File: src/rtl/core/fpfa_pkg.sv
// Shared types and constants for the FIFO page frame allocator.
// Holds the beat structs, the command format between the front and back halves,
// and the configuration register indexes. No dependencies.
package fpfa_pkg;

  // Frame bookkeeping.
  localparam int unsigned NumFrames = 32;
  localparam int unsigned FrameW    = 5;
  localparam int unsigned CountW    = FrameW + 1;

  // Field widths.
  localparam int unsigned SizeW   = 22;
  localparam int unsigned FsW     = 17;
  localparam int unsigned MszW    = 22;
  localparam int unsigned PagesW  = 32;
  localparam int unsigned PctW    = 7;
  localparam int unsigned KindW   = 3;

  // Request rounding divider: quotient bits kept below the overflow limit.
  localparam int unsigned NeedW    = 6;
  localparam int unsigned NeedBitW = $clog2(NeedW);
  localparam int unsigned DivW     = SizeW + 2;

  // Utilization divider.
  localparam int unsigned UsedW    = CountW + FsW;
  localparam int unsigned NumW     = MszW + PctW;
  localparam int unsigned PctBitW  = $clog2(PctW);
  localparam logic [PctW-1:0] PercentFull = 7'd100;

  // Command queue between the two halves.
  localparam int unsigned QueueDepth = 4;
  localparam int unsigned QPtrW      = $clog2(QueueDepth);

  // Configuration port.
  localparam int unsigned CfgIdxW  = 2;
  localparam int unsigned CfgDataW = 22;
  localparam logic [CfgIdxW-1:0] CfgFrameSize   = 2'd0;
  localparam logic [CfgIdxW-1:0] CfgMemorySize  = 2'd1;
  localparam logic [CfgIdxW-1:0] CfgFramesInUse = 2'd2;

  typedef enum logic [KindW-1:0] {
    KIND_ALLOCATED      = 3'd0,
    KIND_EVICTED        = 3'd1,
    KIND_FREED          = 3'd2,
    KIND_FREE_REJECTED  = 3'd3,
    KIND_ALLOC_REFUSED  = 3'd4,
    KIND_EMPTY_REQUEST  = 3'd5
  } kind_e;

  typedef struct packed {
    logic              operation;
    logic [SizeW-1:0]  request_size;
    logic [FrameW-1:0] frame_to_free;
  } in_item_t;

  typedef struct packed {
    kind_e             result_kind;
    logic [FrameW-1:0] frame_index;
    logic              last;
    logic [CountW-1:0] free_frames;
    logic [SizeW-1:0]  used_bytes;
    logic [PctW-1:0]   utilization_percent;
    logic [PagesW-1:0] pages_in;
    logic [PagesW-1:0] pages_out;
  } out_item_t;

  // Effective configuration, zero values already replaced.
  typedef struct packed {
    logic [FsW-1:0]    frame_size;
    logic [MszW-1:0]   memory_size;
    logic [CountW-1:0] frames;
  } cfg_t;

  // Classified request handed from the front to the back.
  typedef struct packed {
    logic              is_free;
    logic [FrameW-1:0] frame;
    logic              empty;
    logic              over;
    logic [NeedW-1:0]  need;
  } cmd_t;

endpackage

File: src/rtl/core/fifo_page_frame_allocator.sv
// Page frame allocator with FIFO eviction; front divider, command queue, back executor.
// A request is rounded by the front divider and pushed as a command; each result beat
// passes a step, used-bytes and numerator products, a saturation check and the seven
// utilization quotient bits; the back takes no new command until its last beat is out.
// Reset: asynchronous, active low; frame size 16, memory size 512, 32 frames all free.
// Depends on fpfa_pkg, fpfa_front, fpfa_queue and fpfa_back.
module fifo_page_frame_allocator import fpfa_pkg::*; (
  input  logic                clk_i,
  input  logic                rst_ni,
  input  logic                cfg_we_i,
  input  logic [CfgIdxW-1:0]  cfg_index_i,
  input  logic [CfgDataW-1:0] cfg_data_i,
  input  logic                in_valid_i,
  output logic                in_stall_o,
  input  in_item_t            in_data_i,
  output logic                out_valid_o,
  input  logic                out_stall_i,
  output out_item_t           out_data_o
);

  logic [FsW-1:0]    frame_size_q;
  logic [MszW-1:0]   memory_size_q;
  logic [CountW-1:0] frames_q;
  logic [CountW-1:0] frames_wr;
  logic              init;
  cfg_t              cfg;

  logic cmd_valid;
  logic cmd_stall;
  cmd_t cmd;
  logic q_valid;
  logic q_stall;
  cmd_t q_cmd;

  // Effective frame count of a write; zero means one, large values clamp.
  always_comb begin
    frames_wr = cfg_data_i[CountW-1:0];
    if (frames_wr == '0) begin
      frames_wr = CountW'(1);
    end else if (frames_wr > CountW'(NumFrames)) begin
      frames_wr = CountW'(NumFrames);
    end
    init = cfg_we_i && (cfg_index_i == CfgFramesInUse);
    cfg.frame_size  = (frame_size_q == '0) ? FsW'(1) : frame_size_q;
    cfg.memory_size = (memory_size_q == '0) ? MszW'(1) : memory_size_q;
    cfg.frames      = frames_q;
  end

  // Configuration registers.
  always_ff @(posedge clk_i or negedge rst_ni) begin
    if (!rst_ni) begin
      frame_size_q  <= FsW'(16);
      memory_size_q <= MszW'(512);
      frames_q      <= CountW'(NumFrames);
    end else if (cfg_we_i) begin
      unique case (cfg_index_i)
        CfgFrameSize:   frame_size_q  <= cfg_data_i[FsW-1:0];
        CfgMemorySize:  memory_size_q <= cfg_data_i[MszW-1:0];
        CfgFramesInUse: frames_q      <= frames_wr;
        default: ;
      endcase
    end
  end

  fpfa_front u_front (
    .clk_i       (clk_i),
    .rst_ni      (rst_ni),
    .cfg_i       (cfg),
    .in_valid_i  (in_valid_i),
    .in_stall_o  (in_stall_o),
    .in_data_i   (in_data_i),
    .cmd_valid_o (cmd_valid),
    .cmd_stall_i (cmd_stall),
    .cmd_o       (cmd)
  );

  fpfa_queue u_queue (
    .clk_i        (clk_i),
    .rst_ni       (rst_ni),
    .push_valid_i (cmd_valid),
    .push_stall_o (cmd_stall),
    .push_data_i  (cmd),
    .pop_valid_o  (q_valid),
    .pop_stall_i  (q_stall),
    .pop_data_o   (q_cmd)
  );

  fpfa_back u_back (
    .clk_i         (clk_i),
    .rst_ni        (rst_ni),
    .cfg_i         (cfg),
    .init_i        (init),
    .init_frames_i (frames_wr),
    .cmd_valid_i   (q_valid),
    .cmd_stall_o   (q_stall),
    .cmd_i         (q_cmd),
    .out_valid_o   (out_valid_o),
    .out_stall_i   (out_stall_i),
    .out_data_o    (out_data_o)
  );

endmodule

File: src/rtl/core/fpfa_front.sv
// Front half: accepts request beats and rounds allocate sizes up to whole frames.
// Uses a restoring divider, one quotient bit per cycle. Depends on fpfa_pkg.
module fpfa_front import fpfa_pkg::*; (
  input  logic     clk_i,
  input  logic     rst_ni,
  input  cfg_t     cfg_i,
  input  logic     in_valid_i,
  output logic     in_stall_o,
  input  in_item_t in_data_i,
  output logic     cmd_valid_o,
  input  logic     cmd_stall_i,
  output cmd_t     cmd_o
);

  typedef enum logic [1:0] {F_IDLE, F_DIV, F_PUSH} state_e;

  state_e              state_q;
  logic [DivW-1:0]     rem_q;
  logic [NeedW-1:0]    quo_q;
  logic [NeedBitW-1:0] bit_q;
  cmd_t                cmd_q;

  logic [DivW-1:0]  sum;
  logic [DivW-1:0]  over_lim;
  logic [DivW-1:0]  dvs;
  logic             ge;
  logic [NeedW-1:0] quo_d;
  cmd_t             cmd_acc;
  cmd_t             cmd_div;

  // Rounded-up dividend, overflow limit and the trial subtraction.
  always_comb begin
    sum      = DivW'(in_data_i.request_size) + DivW'(cfg_i.frame_size) - DivW'(1);
    over_lim = DivW'(cfg_i.frame_size) << NeedW;
    dvs      = DivW'(cfg_i.frame_size) << bit_q;
    ge       = rem_q >= dvs;
    quo_d    = ge ? (quo_q | (NeedW'(1) << bit_q)) : quo_q;
  end

  // Command of an accepted beat, and the command once the quotient is known.
  always_comb begin
    cmd_acc = '0;
    if (in_data_i.operation) begin
      cmd_acc.is_free = 1'b1;
      cmd_acc.frame   = in_data_i.frame_to_free;
    end else if (sum >= over_lim) begin
      cmd_acc.over = 1'b1;
    end
    cmd_div       = cmd_q;
    cmd_div.need  = quo_d;
    cmd_div.empty = (quo_d == '0);
    cmd_div.over  = (quo_d > cfg_i.frames);
  end

  assign in_stall_o  = (state_q != F_IDLE);
  assign cmd_valid_o = (state_q == F_PUSH);
  assign cmd_o       = cmd_q;

  // Request sequencer.
  always_ff @(posedge clk_i or negedge rst_ni) begin
    if (!rst_ni) begin
      state_q <= F_IDLE;
      rem_q   <= '0;
      quo_q   <= '0;
      bit_q   <= '0;
      cmd_q   <= '0;
    end else begin
      unique case (state_q)
        F_IDLE: begin
          if (in_valid_i) begin
            cmd_q <= cmd_acc;
            if (cmd_acc.is_free || cmd_acc.over) begin
              state_q <= F_PUSH;
            end else begin
              rem_q   <= sum;
              quo_q   <= '0;
              bit_q   <= NeedBitW'(NeedW - 1);
              state_q <= F_DIV;
            end
          end
        end
        F_DIV: begin
          if (ge) begin
            rem_q <= rem_q - dvs;
          end
          quo_q <= quo_d;
          if (bit_q == '0) begin
            cmd_q   <= cmd_div;
            state_q <= F_PUSH;
          end else begin
            bit_q <= bit_q - NeedBitW'(1);
          end
        end
        F_PUSH: begin
          if (!cmd_stall_i) begin
            state_q <= F_IDLE;
          end
        end
        default: state_q <= F_IDLE;
      endcase
    end
  end

endmodule

File: src/rtl/core/fpfa_queue.sv
// Short command queue that decouples the front and back halves.
// Depends on fpfa_pkg for the command struct and depth.
module fpfa_queue import fpfa_pkg::*; (
  input  logic clk_i,
  input  logic rst_ni,
  input  logic push_valid_i,
  output logic push_stall_o,
  input  cmd_t push_data_i,
  output logic pop_valid_o,
  input  logic pop_stall_i,
  output cmd_t pop_data_o
);

  cmd_t             mem_q [QueueDepth];
  logic [QPtrW-1:0] wr_q;
  logic [QPtrW-1:0] rd_q;
  logic [QPtrW:0]   cnt_q;
  logic             push;
  logic             pop;

  assign push_stall_o = (cnt_q == (QPtrW + 1)'(QueueDepth));
  assign pop_valid_o  = (cnt_q != '0);
  assign pop_data_o   = mem_q[rd_q];
  assign push         = push_valid_i && !push_stall_o;
  assign pop          = pop_valid_o && !pop_stall_i;

  // Pointers and fill count.
  always_ff @(posedge clk_i or negedge rst_ni) begin
    if (!rst_ni) begin
      wr_q  <= '0;
      rd_q  <= '0;
      cnt_q <= '0;
    end else begin
      if (push) begin
        wr_q <= wr_q + QPtrW'(1);
      end
      if (pop) begin
        rd_q <= rd_q + QPtrW'(1);
      end
      cnt_q <= cnt_q + (QPtrW + 1)'(push) - (QPtrW + 1)'(pop);
    end
  end

  // Entry storage.
  always_ff @(posedge clk_i) begin
    if (push) begin
      mem_q[wr_q] <= push_data_i;
    end
  end

endmodule

File: src/rtl/core/fpfa_back.sv
// Back half: executes classified commands against the free ring, the age list
// and the allocation map, and produces result beats with utilization. Depends on fpfa_pkg.
module fpfa_back import fpfa_pkg::*; (
  input  logic              clk_i,
  input  logic              rst_ni,
  input  cfg_t              cfg_i,
  input  logic              init_i,
  input  logic [CountW-1:0] init_frames_i,
  input  logic              cmd_valid_i,
  output logic              cmd_stall_o,
  input  cmd_t              cmd_i,
  output logic              out_valid_o,
  input  logic              out_stall_i,
  output out_item_t         out_data_o
);

  typedef enum logic [2:0] {B_IDLE, B_STEP, B_USED, B_NUM, B_SAT, B_DIV, B_OUT} state_e;

  state_e            state_q;
  cmd_t              cmd_q;
  logic [CountW-1:0] need_q;

  // Free ring, age list (linked by frame) and allocation map.
  logic [FrameW-1:0] ring_q [NumFrames];
  logic [FrameW-1:0] nxt_q  [NumFrames];
  logic [FrameW-1:0] prv_q  [NumFrames];
  logic [FrameW-1:0] fhead_q;
  logic [CountW-1:0] fcount_q;
  logic [FrameW-1:0] ahead_q;
  logic [FrameW-1:0] atail_q;
  logic [CountW-1:0] acount_q;
  logic [NumFrames-1:0] map_q;
  logic [PagesW-1:0] pin_q;
  logic [PagesW-1:0] pout_q;

  // Result assembly and utilization divider.
  out_item_t          rec_q;
  out_item_t          out_q;
  logic               out_valid_q;
  logic [NumW-1:0]    rem_q;
  logic [PctW-1:0]    quo_q;
  logic               sat_q;
  logic [PctBitW-1:0] bit_q;

  logic [FrameW-1:0] pop_frame;
  logic [FrameW-1:0] tail_idx;
  logic [FrameW-1:0] free_frame;
  logic [FrameW-1:0] nxt_rd;
  logic [FrameW-1:0] prv_rd;
  logic              free_ok;
  logic              do_evict;
  logic              step;
  logic              act_evict;
  logic              act_alloc;
  logic              act_free;
  logic              out_free;
  logic [CountW-1:0] fcount_d;
  logic [PagesW-1:0] pin_d;
  logic [PagesW-1:0] pout_d;
  out_item_t         rec_d;
  logic [UsedW-1:0]  used_d;
  logic [NumW-1:0]   num_d;
  logic [NumW-1:0]   lim;
  logic [NumW-1:0]   dvs;
  logic              ge;
  logic [PctW-1:0]   quo_d;
  logic [PctW-1:0]   util;

  // Decide the single action of this step.
  always_comb begin
    pop_frame  = ring_q[fhead_q];
    tail_idx   = fhead_q + FrameW'(fcount_q);
    free_frame = cmd_q.frame;
    nxt_rd     = nxt_q[cmd_q.is_free ? free_frame : ahead_q];
    prv_rd     = prv_q[free_frame];
    free_ok    = (CountW'(free_frame) < cfg_i.frames) && map_q[free_frame];
    do_evict   = !cmd_q.is_free && !cmd_q.empty && (acount_q != '0) &&
                 (cmd_q.over || (fcount_q < need_q));
    step       = (state_q == B_STEP);
    act_free   = step && cmd_q.is_free && free_ok;
    act_evict  = step && do_evict;
    act_alloc  = step && !cmd_q.is_free && !cmd_q.empty && !cmd_q.over && !do_evict;
    out_free   = !out_valid_q || !out_stall_i;
    fcount_d   = fcount_q + CountW'(act_evict || act_free) - CountW'(act_alloc);
    pin_d      = pin_q + PagesW'(act_alloc);
    pout_d     = pout_q + PagesW'(act_free);
  end

  // Result record of this step; used bytes and utilization follow later.
  always_comb begin
    rec_d             = '0;
    rec_d.free_frames = fcount_d;
    rec_d.pages_in    = pin_d;
    rec_d.pages_out   = pout_d;
    rec_d.last        = 1'b1;
    if (cmd_q.is_free) begin
      rec_d.result_kind = free_ok ? KIND_FREED : KIND_FREE_REJECTED;
      rec_d.frame_index = free_frame;
    end else if (cmd_q.empty) begin
      rec_d.result_kind = KIND_EMPTY_REQUEST;
    end else if (do_evict) begin
      rec_d.result_kind = KIND_EVICTED;
      rec_d.frame_index = ahead_q;
      rec_d.last        = 1'b0;
    end else if (cmd_q.over) begin
      rec_d.result_kind = KIND_ALLOC_REFUSED;
    end else begin
      rec_d.result_kind = KIND_ALLOCATED;
      rec_d.frame_index = pop_frame;
      rec_d.last        = (need_q == CountW'(1));
    end
  end

  // Used bytes, its percentage numerator and the trial subtraction.
  always_comb begin
    used_d = UsedW'(cfg_i.frames - fcount_q) * UsedW'(cfg_i.frame_size);
    num_d  = NumW'(rec_q.used_bytes) * NumW'(PercentFull);
    lim    = NumW'(cfg_i.memory_size) << PctW;
    dvs    = NumW'(cfg_i.memory_size) << bit_q;
    ge     = rem_q >= dvs;
    quo_d  = ge ? (quo_q | (PctW'(1) << bit_q)) : quo_q;
    util   = (sat_q || (quo_d > PercentFull)) ? PercentFull : quo_d;
  end

  assign cmd_stall_o = (state_q != B_IDLE);
  assign out_valid_o = out_valid_q;
  assign out_data_o  = out_q;

  // Sequencer, list control and the output beat flag.
  always_ff @(posedge clk_i or negedge rst_ni) begin
    if (!rst_ni) begin
      state_q     <= B_IDLE;
      cmd_q       <= '0;
      need_q      <= '0;
      for (int i = 0; i < NumFrames; i++) begin
        ring_q[i] <= FrameW'(i);
      end
      fhead_q     <= '0;
      fcount_q    <= CountW'(NumFrames);
      ahead_q     <= '0;
      atail_q     <= '0;
      acount_q    <= '0;
      map_q       <= '0;
      pin_q       <= '0;
      pout_q      <= '0;
      out_valid_q <= 1'b0;
    end else begin
      // A new beat is loaded when the output register is free.
      if ((state_q == B_OUT) && out_free) begin
        out_valid_q <= 1'b1;
      end else if (out_valid_q && !out_stall_i) begin
        out_valid_q <= 1'b0;
      end
      // Frame count change puts every frame back on the ring in order.
      if (init_i) begin
        for (int i = 0; i < NumFrames; i++) begin
          ring_q[i] <= FrameW'(i);
        end
        fhead_q  <= '0;
        fcount_q <= init_frames_i;
        acount_q <= '0;
        map_q    <= '0;
      end
      unique case (state_q)
        B_IDLE: begin
          if (cmd_valid_i) begin
            cmd_q   <= cmd_i;
            need_q  <= CountW'(cmd_i.need);
            state_q <= B_STEP;
          end
        end
        B_STEP: begin
          fcount_q <= fcount_d;
          pin_q    <= pin_d;
          pout_q   <= pout_d;
          if (act_evict) begin
            ahead_q          <= nxt_rd;
            acount_q         <= acount_q - CountW'(1);
            map_q[ahead_q]   <= 1'b0;
            ring_q[tail_idx] <= ahead_q;
          end
          if (act_free) begin
            if (free_frame == ahead_q) begin
              ahead_q <= nxt_rd;
            end
            if (free_frame == atail_q) begin
              atail_q <= prv_rd;
            end
            acount_q          <= acount_q - CountW'(1);
            map_q[free_frame] <= 1'b0;
            ring_q[tail_idx]  <= free_frame;
          end
          if (act_alloc) begin
            if (acount_q == '0) begin
              ahead_q <= pop_frame;
            end
            atail_q          <= pop_frame;
            acount_q         <= acount_q + CountW'(1);
            map_q[pop_frame] <= 1'b1;
            fhead_q          <= fhead_q + FrameW'(1);
            need_q           <= need_q - CountW'(1);
          end
          state_q <= B_USED;
        end
        B_USED: state_q <= B_NUM;
        B_NUM:  state_q <= B_SAT;
        B_SAT:  state_q <= B_DIV;
        B_DIV: begin
          if (bit_q == '0) begin
            state_q <= B_OUT;
          end
        end
        B_OUT: begin
          if (out_free) begin
            state_q <= rec_q.last ? B_IDLE : B_STEP;
          end
        end
        default: state_q <= B_IDLE;
      endcase
    end
  end

  // Age list links, result record and divider datapath.
  always_ff @(posedge clk_i) begin
    if (act_alloc) begin
      if (acount_q != '0) begin
        nxt_q[atail_q] <= pop_frame;
      end
      prv_q[pop_frame] <= atail_q;
    end
    if (act_free) begin
      if (free_frame != ahead_q) begin
        nxt_q[prv_rd] <= nxt_rd;
      end
      if (free_frame != atail_q) begin
        prv_q[nxt_rd] <= prv_rd;
      end
    end
    unique case (state_q)
      B_STEP: rec_q <= rec_d;
      B_USED: rec_q.used_bytes <= SizeW'(used_d);
      B_NUM:  rem_q <= num_d;
      B_SAT: begin
        sat_q <= (rem_q >= lim);
        quo_q <= '0;
        bit_q <= PctBitW'(PctW - 1);
      end
      B_DIV: begin
        if (ge) begin
          rem_q <= rem_q - dvs;
        end
        quo_q <= quo_d;
        bit_q <= bit_q - PctBitW'(1);
        if (bit_q == '0) begin
          rec_q.utilization_percent <= util;
        end
      end
      B_OUT: begin
        if (out_free) begin
          out_q <= rec_q;
        end
      end
      default: ;
    endcase
  end

endmodule

File: config.mk
export PLATFORM = sky130hd
export DESIGN_NAME = fifo_page_frame_allocator
export DESIGN_NICKNAME = d
export VERILOG_FILES = /design/src/rtl/core/fpfa_pkg.sv /design/src/rtl/core/fifo_page_frame_allocator.sv /design/src/rtl/core/fpfa_front.sv /design/src/rtl/core/fpfa_queue.sv /design/src/rtl/core/fpfa_back.sv
export SDC_FILE = /design/constraint.sdc
export NUM_CORES = 2
export LEC_CHECK = 0
export BUFFER_PORTS_ARGS = -buffer_cell sky130_fd_sc_hd__buf_4
export CORE_ASPECT_RATIO = 0.8
export CORE_MARGIN = 2
export CORE_UTILIZATION = 45
export DETAILED_ROUTE_END_ITERATION = 6
export PLACE_DENSITY = 0.66
export SETUP_SLACK_MARGIN = 0.05
export SYNTH_ARGS = -nofsm -noshare
export SYNTH_HDL_FRONTEND = slang
export SYNTH_SLANG_ARGS = --single-unit
export TNS_END_PERCENT = 30
File: constraint.sdc
create_clock -name clk_i -period 10.5 [get_ports clk_i]
set_input_delay 1.05 -clock clk_i [delete_from_list [all_inputs] [get_ports clk_i]]
set_output_delay 1.05 -clock clk_i [all_outputs]
set_load 0.1 [all_outputs]
# [After elaboration in Yosys (flattened, before gate mapping)]
# Memories as Yosys holds them, arrays and structs flattened.
# Index checks and enable logic that the tools add are counted.
[classes] n_shift=4 add_sub_neg=20 bitwise=10 eq_ne=27 div=0 n_mul=2 n_reduce_logical=76 magnitude_cmp=18 n_mux=118
[ops] operator="two-way mux 160 bit" count=5
[ops] operator="bitwise mux 160 bit" count=2
[ops] operator="two-way mux 32 bit" count=7
[ops] operator="two-way mux 6 bit" count=17
[ops] operator="two-way mux 5 bit" count=19
[ops] operator="two-way mux 24 bit" count=3
[ops] operator="adder 32 x 1 -> 32 bit" count=2
[ops] operator="AND 32 bit" count=2
[ops] operator="inverter 32 bit" count=2
[ops] operator=">= comparator 29 bit" count=2
[ops] operator="one-hot mux 29 bit (2 select lines)" count=1
[ops] operator="one-hot mux 24 bit (2 select lines)" count=1
[ops] operator="one-hot mux 22 bit (2 select lines)" count=1
[ops] operator="OR 32 bit" count=1
[ops] operator="two-way mux 29 bit" count=1
[ops] operator="<< shifter 22 x 3 -> 29 bit" count=1
[ops] operator="subtractor 29 bit" count=1
[ops] operator="one-hot mux 14 bit (2 select lines)" count=1
[ops] operator="one-hot mux 7 bit (2 select lines)" count=2
[ops] operator="multiplier 22 x 5 -> 27 bit, second input constant" count=1
[ops] operator="binary-select mux 5 bit (select 5 bit)" count=1
[ops] operator="demux 5 bit (select 5 bit)" count=1
[ops] operator="two-way mux 1 bit" count=25
[ops] operator=">= comparator 24 x 23 -> 1 bit" count=1
[ops] operator="72 further kinds" count=175
[totals] inputBits=57 elab_cells=360 ram_bits=376 output_inout_bits=110 ff_bits=658 mem_count=3 latchBits=0 mem_bits_ro=0
[memory_table] name="u_back.nxt_q" depth=32 width=5 rd=1 rd_clocked_by_memory_dff=0 wr=1 line="fpfa_back.sv:25" source="logic [FrameW-1:0] nxt_q [NumFrames];"
[memory_table] name="u_back.prv_q" depth=32 width=5 rd=1 rd_clocked_by_memory_dff=0 wr=1 line="fpfa_back.sv:26" source="logic [FrameW-1:0] prv_q [NumFrames];"
[memory_table] name="u_queue.mem_q" depth=4 width=14 rd=1 rd_clocked_by_memory_dff=0 wr=1 line="fpfa_queue.sv:14" source="cmd_t mem_q [QueueDepth];"

# [Depth between registers and ports, before layout]
[logic_depth] ltp_word=14 depth_mapped=30 depth_no_buf=29

# [Modules after synthesis]
# Synthesis repeated with hierarchy kept, for this count alone.
[hier_totals] cells_unflattened=5276 hier_area_um2=59619.7
[modules_own_cells] mod="fpfa_back" n_inst=1 seq_area_each_um2=24930.2 area_per_inst_um2=48763.0 cells_per_inst=4213
[modules_own_cells] mod="fpfa_front" n_inst=1 seq_area_each_um2=1226.2 area_per_inst_um2=6429.9 cells_per_inst=797
[modules_own_cells] mod="fpfa_queue" n_inst=1 seq_area_each_um2=1856.8 area_per_inst_um2=2452.4 cells_per_inst=109
[modules_own_cells] mod="fifo_page_frame_allocator" n_inst=1 seq_area_each_um2=1129.8 area_per_inst_um2=1974.4 cells_per_inst=157

# [Worst setup path before layout]
# Ideal clock, no wire load.
[synth_path] kind="register to register" from="reg u_back.fcount_q[1]" to="reg u_back.rec_q[92] (netlist name) (data pin)" setup_time_ps=263 period_less_slack_ps=7439 path_buffers=1 required_ps=10237 path_slack_ps=3061 arrival_ps=7176 stages_incl_launch_ff=26 path_cell_list="dfrtp_1 inv_1 fa_1 a21o_1 a21oi_1 o21bai_1 a21oi_1 clkbuf_1 and2_1 fa_1 fa_1 inv_1 fa_1 inv_1 fa_1 inv_1 fa_1 inv_1 fa_1 ha_1 nor3_1 a211o_1 o21ai_0 a31oi_1 xnor2_1 nor2_1"
[synth_between] elab_chain_len=3
[synth_lines] item="start, declared" line="fpfa_back.sv:28" source="logic [CountW-1:0] fcount_q;"
[synth_lines] item="start signal, assigned" line="fpfa_back.sv:139" source="fcount_q <= CountW'(NumFrames);"
[synth_lines] item="start signal, assigned" line="fpfa_back.sv:160" source="fcount_q <= init_frames_i;"
[synth_lines] item="start signal, assigned" line="fpfa_back.sv:173" source="fcount_q <= fcount_d;"
[synth_lines] item="subtractor 6 x 6 -> 7 bit" line="fpfa_back.sv:116" source="used_d = UsedW'(cfg_i.frames - fcount_q) * UsedW'(cfg_i.frame_size);"
[synth_lines] item="multiplier 23 x 17 -> 22 bit" line="fpfa_back.sv:116"
[synth_lines] item="one-hot mux 22 bit (2 select lines)" line="fpfa_back.sv:239" source="unique case (state_q)"
[synth_lines] item="end signal, assigned" line="fpfa_back.sv:240" source="B_STEP: rec_q <= rec_d;"
[synth_lines] item="end, declared" line="fpfa_back.sv:37" source="out_item_t rec_q;"
# No other way between the ends.
# A chain may end at the register's enable or synchronous reset.

# [Final worst setup path]
# Ends and elaborated chain as after synthesis.

==> impl_metrics.json <==
{
  "reg2reg_depth": 24,
  "ant_nets": 0,
  "crit_type": "reg2reg",
  "setup_viol": 0,
  "gp_congestion": 0.916,
  "cts_sinks": 1034,
  "finalNetCount": 5921,
  "clk_pin_slew_worst_paths_ns": 0.06,
  "synth_edf_count": 632,
  "grt_antenna_before_repair": 4,
  "ys_ff_latch": 1034,
  "hold_buffers": 0,
  "grt_pass1_wl_um": 250000,
  "first_iter_violations": 4239,
  "drv_cap": 0,
  "boundaryPins": 167,
  "grt-ovfl-total": 0,
  "met1_usage_pct": 34.4,
  "route.detailed.drc": 0,
  "cts_max_level": 3,
  "cts_tree": "yes",
  "wl_per_cell_um": 22.1,
  "timing.fmax_mhz": 119,
  "stdcell_count": 7277,
  "core_um2": 133000,
  "ys.flop_type": "edfxtp_1",
  "synth_top_cell_by_area": "edfxtp_1",
  "vias": 43000,
  "initial_core_util_pct": 45.2,
  "drive_above_1_share_pct": 14.8,
  "die_x_um": 413,
  "async_reset_ff_share_pct": 38.9,
  "min_period_over_period_pct": 79.8,
  "cts_setup_buffers": 0,
  "setup_tns_ns": 0,
  "synth_area_leaders": "edfxtp_1, dfrtp_1, ha_1, mux4_2, fa_1",
  "dr.pass1.iters": 6,
  "fillers": 11700,
  "hp-class": "in2async",
  "synth_nets": 5842,
  "grt_max_degree": 84,
  "grt_pass1_vias": 42300,
  "worstMarginPinSlew_ns": 1.33,
  "viasPerCell": 5.91,
  "cp_data_arrival_time_ns": 8.82,
  "hold_viol": 0,
  "worst-path-max-fanout": 16,
  "dieHeight_um": 331,
  "clock_skew_ns": 0.0597,
  "required_ns": 10.95,
  "num_rows": 120,
  "grt_usage_pct": 23.2,
  "synth-seq-area-share_pct": 48.3,
  "insertion_delay_ns": 0.75,
  "area_growth_pct": 11.3,
  "wl_um": 161000,
  "relSlewSlack_pct": 10.5,
  "cp-end-kind": "register",
  "yosys_warnings": 0,
  "fin_crit_ns": 8.38,
  "rsz0062_at_grt": "no",
  "numCtsBuffers": 104,
  "portBuffers": 166,
  "cts_resized": 0,
  "status": "finished, final reports clean",
  "grt_util_met3_pct": 5.63,
  "cp-start-kind": "register",
  "slew_violations": 0,
  "synth_top_area_share_pct": 31.5,
  "use_met2_pct": 33.5,
  "post-place-cells": 7078,
  "root_buffer": "clkbuf_16",
  "synth_area_um2": 60300,
  "yosysUniqueCellTypes": 101,
  "syn_inst": 5336,
  "grt_busiest_layer": "met1",
  "cts_buffer_depth": 3,
  "die-area_um2": 137000,
  "avgSynthCellArea_um2": 11.3,
  "place_hpwl_um": 111000
}
## cells by family after synthesis
kind of cell    Yosys count  synth area share [%]
buf+inv                 695                  4.41
simple gates           1552                  12.3
mux                     289                  8.05
flops                  1034                  48.3
fa+ha+maj               451                  11.3
compound gates         1040                  11.6
xor+xnor                275                  4.01
## critical path, stage by stage (launching register included)
cell and delay, ns:
dfrtp_1 0.53, inv_1 0.15, fa_1 0.44, a21o_1 0.20
a21oi_1 0.21, o21bai_1 0.09, a21oi_1 0.89, and2_1 0.36
fa_1 0.60, fa_1 0.85, inv_1 0.20, fa_1 0.56
inv_1 0.05, fa_1 0.47, inv_1 0.05, fa_1 0.53
inv_1 0.06, fa_1 0.53, ha_1 0.23, nor3_1 0.07
a211o_1 0.34, o21ai_0 0.35, a31oi_1 0.16, xnor2_1 0.15
nor2_1 0.06
## cell usage in the layout (no fill, tap or decap), types with 68 or more instances in the layout
cell,instances
inv_1,401
mux4_2,148
xor2_1,118
xnor2_1,156
nor2_1,302
o21ai_0,163
a21o_1,70
fa_1,156
edfxtp_1,632
nand2_1,540
mux2i_1,76
nand3_1,145
a31oi_1,95
a21oi_1,241
dfstp_2,84
clkbuf_16,106
ha_1,293
dfrtp_1,310
and3_1,104
o21a_1,68
buf_4,260
nor3_1,98
## state kept, by name, summed over array words and instances, names as in the netlist, 6 cells and up
name	cells
u_back.nxt_q	160
u_back.prv_q	160
u_back.ring_q	160
u_back.out_data_o	108
u_back.rec_q	108
u_queue.mem_q	56
u_back.map_q	32
u_back.pin_q	32
u_back.pout_q	32
u_back.rem_q	29
u_front.rem_q	24
memory_size_q	22
frame_size_q	17
u_front.cmd_o	14
u_back.quo_q	7
frames_q	6
u_back.acount_q	6
u_back.fcount_q	6
u_back.need_q	6
u_front.quo_q	6
## through the flow
stage / cell area [µm²] / setup WS (ns) / util, % / hold slack, ns
2_1_floorplan: 60300 / 3.06 / - / 0.400
3_3_place_gp: 63500 / 2.19 / 47.6 / 0.401
3_5_place_dp: 63500 / 2.10 / 47.6 / 0.405
4_1_cts: 67100 / 2.06 / 50.3 / 0.212
5_1_grt: 67100 / 1.56 / 50.3 / 0.244
6_report: 67100 / 2.12 / 50.3 / 0.246
## cell usage after synthesis, drive strengths merged, types with 148 or more instances
cell type / n
nand2: 541
xnor2: 156
o21ai: 168
fa: 156
edfxtp: 632
clkbuf: 235
inv: 403
mux4: 148
a21oi: 243
dfrtp: 318
nor2: 303
ha: 293
## final cells by class
type	instances	area (µm²)	share of cell area, %
Clock inverter	70	817	1.22
Clock buffer	128	2790	4.15
Timing Repair Buffer	261	1970	2.93
Tap cell	1769	2210	3.30
Sequential cell	1034	29200	43.4
Antenna cell	1	2.50	0.00373
Inverter	407	1530	2.28
Multi-Input combinational cell	3607	28700	42.7
## path summary, 6_finish.rpt
kind	start	to	slack, ns
setup / recovery	u_back.fcount_q[1]$_DFFE_PN0P_	u_back.rec_q[92]$_SDFFCE_PN0P_	2.12
hold / removal	rst_ni	u_back.ring_q[11]$_DFF_PN0_	0.25
setup reg to reg	u_back.fcount_q[1]$_DFFE_PN0P_	u_back.rec_q[92]$_SDFFCE_PN0P_	2.12
hold reg to reg	u_back.rec_q[14]$_DFFE_PP_	u_back.out_data_o[14]$_DFFE_PP_	0.38
max in group asynchronous	rst_ni	frame_size_q[6]$_DFFE_PN0P_	8.17
min in group clk_i	u_back.rec_q[14]$_DFFE_PP_	u_back.out_data_o[14]$_DFFE_PP_	0.38
## routing by layer
layer  up-vias  part of all wire, %
met4         6                  3.1
met3       334                  9.3
met1     21100                   45
met5         -                0.025
met2      1861                   43
li1      19600                    -
Power is left out: the tool's default activity adds up to more than one toggle a clock period on the data nets, which glitch-free logic cannot reach.
